`src/sv/bole_pkg.sv`:
```
// Shared types and constants for the ordered list engine
package bole_pkg;

  localparam int BOLE_CAPACITY = 16;
  localparam int DATA_W        = 32;
  localparam int MODE_W        = 3;
  localparam int OUT_CNT_W     = 5;

  typedef enum logic [MODE_W-1:0] {
    MODE_PUSH_FRONT = 3'd0,
    MODE_PUSH_BACK  = 3'd1,
    MODE_SORTED_INS = 3'd2,
    MODE_POP_FRONT  = 3'd3,
    MODE_POP_BACK   = 3'd4,
    MODE_REMOVE     = 3'd5,
    MODE_CONTAINS   = 3'd6,
    MODE_CLEAR      = 3'd7
  } mode_t;

  // Control from the sequencer to every cell
  typedef struct packed {
    logic scan_clr;   // restart the position scan
    logic apply_ins;  // open a gap at the first hit and write the value
    logic apply_rem;  // close the gap at the first hit
  } cell_ctl_t;

endpackage

```
`src/sv/bole_cell.sv`:
```
// One list cell: holds an element, ripples the first-hit scan, shifts on update
module bole_cell
  import bole_pkg::*;
#(
  parameter int CAPACITY = BOLE_CAPACITY,
  parameter int IDX      = 0
) (
  input  logic                               clk,
  input  cell_ctl_t                          ctl,
  input  mode_t                              mode,
  input  logic signed [DATA_W-1:0]           value,
  input  logic [$clog2(CAPACITY+1)-1:0]      count,
  input  logic                               prefix_in,
  input  logic signed [DATA_W-1:0]           pass_in,
  input  logic signed [DATA_W-1:0]           elem_left,
  input  logic signed [DATA_W-1:0]           elem_right,
  output logic                               prefix_out,
  output logic signed [DATA_W-1:0]           pass_out,
  output logic signed [DATA_W-1:0]           elem_out
);

  localparam int CW = $clog2(CAPACITY + 1);
  localparam logic [CW-1:0] IDX_C  = CW'(IDX);
  localparam logic [CW-1:0] IDX_P1 = CW'(IDX + 1);

  logic signed [DATA_W-1:0] elem_r, elem_nxt;
  logic                     prefix_r, prefix_nxt;
  logic signed [DATA_W-1:0] pass_r, pass_nxt;
  logic                     occ, hit, first;

  // Decide whether this cell is a candidate position for the command
  always_comb begin
    occ = (IDX_C < count);
    case (mode)
      MODE_PUSH_FRONT: hit = 1'b1;
      MODE_PUSH_BACK:  hit = !occ;
      MODE_SORTED_INS: hit = !occ || !(elem_r < value);
      MODE_POP_FRONT:  hit = occ;
      MODE_POP_BACK:   hit = (IDX_P1 == count);
      MODE_REMOVE:     hit = occ && (elem_r == value);
      MODE_CONTAINS:   hit = occ && (elem_r == value);
      MODE_CLEAR:      hit = 1'b0;
      default:         hit = 1'b0;
    endcase
  end

  // Ripple the hit prefix and the first hit's element one cell per cycle
  always_comb begin
    if (ctl.scan_clr) begin
      prefix_nxt = 1'b0;
      pass_nxt   = '0;
    end else begin
      prefix_nxt = hit || prefix_in;
      pass_nxt   = prefix_in ? pass_in : (hit ? elem_r : '0);
    end
  end

  // Shift toward the back on insert, toward the front on removal
  always_comb begin
    first    = prefix_r && !prefix_in;
    elem_nxt = elem_r;
    if (ctl.apply_ins) begin
      if (first) begin
        elem_nxt = value;
      end else if (prefix_r) begin
        elem_nxt = elem_left;
      end
    end else if (ctl.apply_rem && prefix_r) begin
      elem_nxt = elem_right;
    end
  end

  always_ff @(posedge clk) begin
    elem_r   <= elem_nxt;
    prefix_r <= prefix_nxt;
    pass_r   <= pass_nxt;
  end

  assign prefix_out = prefix_r;
  assign pass_out   = pass_r;
  assign elem_out   = elem_r;

endmodule

```
`src/sv/bounded_ordered_list_engine.sv`:
```
// An accepted command is held while the first-hit scan ripples one cell per
// cycle through the CAPACITY-long cell chain; the list update and the result
// then load together, and only one command is in flight at a time.
// The input stalls from acceptance until the result is loaded; a pending
// result may be stalled while the next command is taken.
// Reset (rst_n low, synchronous) empties the list and drops any result.
module bounded_ordered_list_engine
  import bole_pkg::*;
#(
  parameter int CAPACITY = BOLE_CAPACITY
) (
  input  logic                        clk,
  input  logic                        rst_n,
  input  logic                        in_valid,
  output logic                        in_stall,
  input  logic [MODE_W-1:0]           in_mode,
  input  logic signed [DATA_W-1:0]    in_value,
  output logic                        out_valid,
  input  logic                        out_stall,
  output logic                        out_ok,
  output logic signed [DATA_W-1:0]    out_value_out,
  output logic [OUT_CNT_W-1:0]        out_count,
  output logic                        out_empty_res
);

  localparam int CW = $clog2(CAPACITY + 1);
  localparam logic [CW-1:0] SCAN_LAST = CW'(CAPACITY);
  localparam logic [CW-1:0] CAP_C     = CW'(CAPACITY);

  typedef enum logic [1:0] {
    ST_IDLE = 2'b01,
    ST_SCAN = 2'b10
  } state_t;

  state_t                   state_r, state_nxt;
  logic [CW-1:0]            scan_cnt_r, scan_cnt_nxt;
  logic [CW-1:0]            count_r, count_nxt;
  mode_t                    mode_r;
  logic signed [DATA_W-1:0] value_r;
  logic                     out_valid_r, out_valid_nxt;
  logic                     out_ok_r, ok_nxt;
  logic signed [DATA_W-1:0] out_value_r, vout_nxt;
  logic [OUT_CNT_W-1:0]     out_count_r;
  logic                     out_empty_r;

  logic                     accept, apply, is_ins, is_rem, ins_ok, found;
  cell_ctl_t                ctl;

  logic                     pre_w  [CAPACITY+1];
  logic signed [DATA_W-1:0] pass_w [CAPACITY+1];
  logic signed [DATA_W-1:0] elem_w [CAPACITY+2];

  assign accept   = in_valid && !in_stall;
  assign in_stall = (state_r != ST_IDLE);
  assign apply    = (state_r == ST_SCAN) && (scan_cnt_r == SCAN_LAST) &&
                    !(out_valid_r && out_stall);

  // Classify the held command
  assign is_ins = (mode_r == MODE_PUSH_FRONT) || (mode_r == MODE_PUSH_BACK) ||
                  (mode_r == MODE_SORTED_INS);
  assign is_rem = (mode_r == MODE_POP_FRONT) || (mode_r == MODE_POP_BACK) ||
                  (mode_r == MODE_REMOVE);
  assign ins_ok = (count_r < CAP_C);
  assign found  = pre_w[CAPACITY];

  assign ctl.scan_clr  = accept;
  assign ctl.apply_ins = apply && is_ins && ins_ok;
  assign ctl.apply_rem = apply && is_rem && found;

  // Chain ends
  assign pre_w[0]           = 1'b0;
  assign pass_w[0]          = '0;
  assign elem_w[0]          = '0;
  assign elem_w[CAPACITY+1] = '0;

  for (genvar i = 0; i < CAPACITY; i++) begin : g_cell
    bole_cell #(
      .CAPACITY (CAPACITY),
      .IDX      (i)
    ) u_cell (
      .clk        (clk),
      .ctl        (ctl),
      .mode       (mode_r),
      .value      (value_r),
      .count      (count_r),
      .prefix_in  (pre_w[i]),
      .pass_in    (pass_w[i]),
      .elem_left  (elem_w[i]),
      .elem_right (elem_w[i+2]),
      .prefix_out (pre_w[i+1]),
      .pass_out   (pass_w[i+1]),
      .elem_out   (elem_w[i+1])
    );
  end

  // Sequence the scan and form the result
  always_comb begin
    state_nxt    = state_r;
    scan_cnt_nxt = scan_cnt_r;
    count_nxt    = count_r;
    ok_nxt       = 1'b0;
    vout_nxt     = '0;
    case (state_r)
      ST_IDLE: begin
        if (accept) begin
          state_nxt    = ST_SCAN;
          scan_cnt_nxt = '0;
        end
      end
      ST_SCAN: begin
        if (scan_cnt_r != SCAN_LAST) begin
          scan_cnt_nxt = scan_cnt_r + 1'b1;
        end
        if (apply) begin
          state_nxt = ST_IDLE;
        end
      end
      default: begin
        state_nxt = ST_IDLE;
      end
    endcase

    if (is_ins) begin
      ok_nxt = ins_ok;
      if (ins_ok) begin
        count_nxt = count_r + 1'b1;
      end
    end else if (is_rem) begin
      ok_nxt = found;
      if (found) begin
        vout_nxt  = pass_w[CAPACITY];
        count_nxt = count_r - 1'b1;
      end
    end else if (mode_r == MODE_CONTAINS) begin
      ok_nxt = found;
    end else begin
      ok_nxt    = 1'b1;
      count_nxt = '0;
    end
  end

  // Hold the result until taken
  always_comb begin
    if (apply) begin
      out_valid_nxt = 1'b1;
    end else if (!out_stall) begin
      out_valid_nxt = 1'b0;
    end else begin
      out_valid_nxt = out_valid_r;
    end
  end

  always_ff @(posedge clk) begin
    if (!rst_n) begin
      state_r     <= ST_IDLE;
      scan_cnt_r  <= '0;
      count_r     <= '0;
      out_valid_r <= 1'b0;
    end else begin
      state_r     <= state_nxt;
      scan_cnt_r  <= scan_cnt_nxt;
      out_valid_r <= out_valid_nxt;
      if (apply) begin
        count_r <= count_nxt;
      end
    end
  end

  // Capture the command and the result payload
  always_ff @(posedge clk) begin
    if (accept) begin
      mode_r  <= mode_t'(in_mode);
      value_r <= in_value;
    end
    if (apply) begin
      out_ok_r    <= ok_nxt;
      out_value_r <= vout_nxt;
      out_count_r <= OUT_CNT_W'(count_nxt);
      out_empty_r <= (count_nxt == '0);
    end
  end

  assign out_valid     = out_valid_r;
  assign out_ok        = out_ok_r;
  assign out_value_out = out_value_r;
  assign out_count     = out_count_r;
  assign out_empty_res = out_empty_r;

endmodule

```
`config.mk`:
```
export PLATFORM = sky130hd
export DESIGN_NAME = bounded_ordered_list_engine
export DESIGN_NICKNAME = d
export VERILOG_FILES = /design/src/sv/bole_pkg.sv /design/src/sv/bole_cell.sv /design/src/sv/bounded_ordered_list_engine.sv
export SDC_FILE = /design/constraint.sdc
export NUM_CORES = 2
export LEC_CHECK = 0
export BUFFER_PORTS_ARGS = -buffer_cell sky130_fd_sc_hd__buf_4
export CORE_ASPECT_RATIO = 2
export CORE_MARGIN = 1.5
export CORE_UTILIZATION = 25
export DETAILED_ROUTE_END_ITERATION = 6
export SYNTH_ARGS = -nofsm -noshare
export SYNTH_HDL_FRONTEND = slang
export SYNTH_SLANG_ARGS = --single-unit
```
`constraint.sdc`:
```
create_clock -name clk -period 5.96 [get_ports clk]
set_clock_uncertainty 0.2 [all_clocks]
set_input_delay 0 -clock clk [delete_from_list [all_inputs] [get_ports clk]]
set_output_delay 0 -clock clk [all_outputs]
set_load 0.03 [all_outputs]
```
==> impl_results.md <==
- Vias in the first global route: 44310
- Routed Antenna Nets: 0
- Die Span X: 339.0 um
- Hold WC Path Type: in2reg
- Most common cell after layout, fill and taps aside: nand2_1
- Die extent in y: 675.1 um
- Worst slew pin tran: 1562 ps
- Avg Inst Size Synth: 9.913 um^2
- Main synth FF type: edfxtp_1
- Initial Util: about a quarter
- Largest net degree at the start of global routing: 149
- Via-per-instance ratio: 4.998
- Commonest cells after routing, fill and taps aside: nand2_1, a21oi_1, edfxtp_1, dfxtp_1, ha_1
- Root Buffer: clkbuf_16
- Max-cap violations: 2
- Nets: 6289
- Area contributors post-synth: edfxtp_1, dfxtp_1, ha_1
- Worst setup EP type: flop
- WS Path Type: reg2reg
- Final Slew Violations: 5
- Post-synth EDFFs: 586
- Rel. slew slack: -5.072%
- Crit path DAT: 5940 ps
- Finished Cell Area: 64710 um^2
- Sequential cell area fraction in the yosys report: 50.35%
- Worst Path Required: between 6000 and 7000 ps
- Area grow syn2layout: 14.61%
- R2R setup slack: 450 ps
- Synth top area share: 31.17%
- Global Route Usage Sum: 16.71%
- I/O pin count: 80
- First-pass GRT wire length: 286100 um
- TritonCTS Buffers: 95
- Worst reg2reg path depth: 11
- Total gr overflow: 0
- Via count: 43935
- Final setup violation count: 0
- RD Place Congestion: 0.9329
- Final HPWL DP: roughly 150000 um
- Failing checks: max-capacitance violations, max-slew violations
- Layout cells sized above 1: 7.847%
- Iter 0 DRT Violations: 3144
- Status: complete, but fails checks
- Full die area: 228900 um^2
- RSZ-0062 raised after global routing: false
- Clock-pin slew on the worst setup and hold paths: roughly 70 ps
- Clock Latency Late Sink: 700 ps
- CTS tree: built
- PwrDens: 277.1 nW/um^2
- H-tree Lvls: 3
- Post-CTS Setup Inserts: 0
- Min Tclk post-route: 5512 ps
- Peak supply drop: 211.4 uV
- Final setup TNS: 0 ps
- Cell count after synthesis: 5696
- Net Count, Synth: 6256
- Leakage: 25.76 nW
- Final period util: 92.48%
- Cell taking the most area after synthesis: edfxtp_1
- #FFs+latches synth: 1127
- Drt total wl: 196400 um
- PortBufs: between 70 and 80
- Async SR Flop Fraction: 0%
- CTS Sinks: between 1000 and 1500
- DRC violations left: 0
- Startpoint types: flop
- Post-synthesis instance area: roughly 56000 um^2
- DRT Pass-1 Iters: 6
- Core area: 224400 um^2
- Worst-path fanout max: 32
- Hold path depth: 3
- Cell Rows: ~250
- Antenna violations before repair: 4
- Final hold vios: 0
- Fmax: 0.1814 GHz
- Synthesis Warnings: 0
- Cell Area, Placed: 60670 um^2
- CTS Buffer Depth: 3
- Drt wl/cell: approximately 22 um
- Distinct cells, synth: 85
cells in the mapped netlist (all sizes together), types with 5 or more instances:
master	count
a41oi	5
nand2	699
xor2	7
a21oi	670
ha	521
buf	118
nor2	525
nor3	36
nand4	97
o22ai	10
a31oi	7
and3	10
edfxtp	586
and2	63
o21a	10
nor4	29
a22o	481
clkbuf	254
nor2b	52
mux2i	21
a221o	5
a21boi	6
o32ai	11
o211ai	27
nand3	62
or4	7
o31ai	8
inv	80
a21o	33
o21ai	561
a211oi	17
dfxtp	541
and4	14
a221oi	22
nand2b	27
o31a	7
per-stage QoR:
step	cells	total power, W	setup WS [ps]	utilization [%]	hold WS, ps
floorplan	5696	0.01045	2538	-	-101.1
global placement	8531	0.01126	692.4	27.03	-21.49
detailed placement	8532	0.01133	642.9	27.04	-15.23
CTS	8787	0.01806	628.1	28.83	4.396
global route	8788	0.01854	614.2	28.84	38.64
finish	8791	0.01793	448.5	28.84	46.48
state kept, by name (all words and copies together) (netlist names), 2 cells and up:
register / flops
g_cell.u_cell.prefix_out: 16
count_r: 5
g_cell.u_cell.pass_out: 512
out_count: 5
state_r: 2
out_value_out: 32
value_r: 32
scan_cnt_r: 5
mode_r: 3
g_cell.u_cell.elem_out: 512
worst max-delay path: stages (launching register included):
cell	delay, ps
edfxtp_1	520
inv_1	370
ha_1	400
and3_1	280
nand4_1	380
nor4_1	1270
buf_4	300
o311a_1	510
nor3_1	200
o41ai_4	300
buf_4	460
a22o_1	210
logic make-up after synthesis:
family / count (synthesis) / share of synthesized area, %
and+or+nand+nor: 1639 / 12.66
xor gates and xnor gates: 10 / 0.1817
buffers and inverters: 453 / 3.308
DFF: 1127 / 50.35
adders and majority gates: 522 / 11.56
muxes: 24 / 0.4321
AOI/OAI and AO/OA: 1921 / 21.51
area by class of cell:
class,count,area [um^2]
repair buffers,308,2537
diodes,4,10.01
multi-input cells,4116,26440
clock inverters,39,421.7
fillers,23292,159700
flip-flops and latches,1127,28430
well taps,2976,3724
inverters,81,306.5
clock buffers,140,2844
where the power goes:
part | switching (W) | internal [W] | leakage, nW
combinational | 0.00167 | 0.000866 | 14.5
sequential | 0.000164 | 0.00851 | 9.67
clock | 0.00305 | 0.00367 | 1.62
total | 0.00488 | 0.0130 | 25.8
what timing repair did:
item	4_1_cts	5_1_grt
hold endpoints to repair	48	0
gates resized for setup	0	0
hold buffers	76	0
layer usage:
metal  track usage (%)  wire (um)
met2             32.49     105600
met3             1.492       6533
met4             16.95      22590
met5                 0          0
met1             14.51      61680
worst paths after layout:
kind,start,endpoint
max reg2reg,value_r[29]$_DFFE_PP_,g_cell[5].u_cell.pass_out[9]$_SDFF_PP0_
min,rst_n,count_r[3]$_SDFFE_PN0P_
min reg2reg,g_cell[12].u_cell.pass_out[25]$_SDFF_PP0_,g_cell[13].u_cell.pass_out[25]$_SDFF_PP0_
max,value_r[29]$_DFFE_PP_,g_cell[5].u_cell.pass_out[9]$_SDFF_PP0_
(Power assumes the default switching activity.)
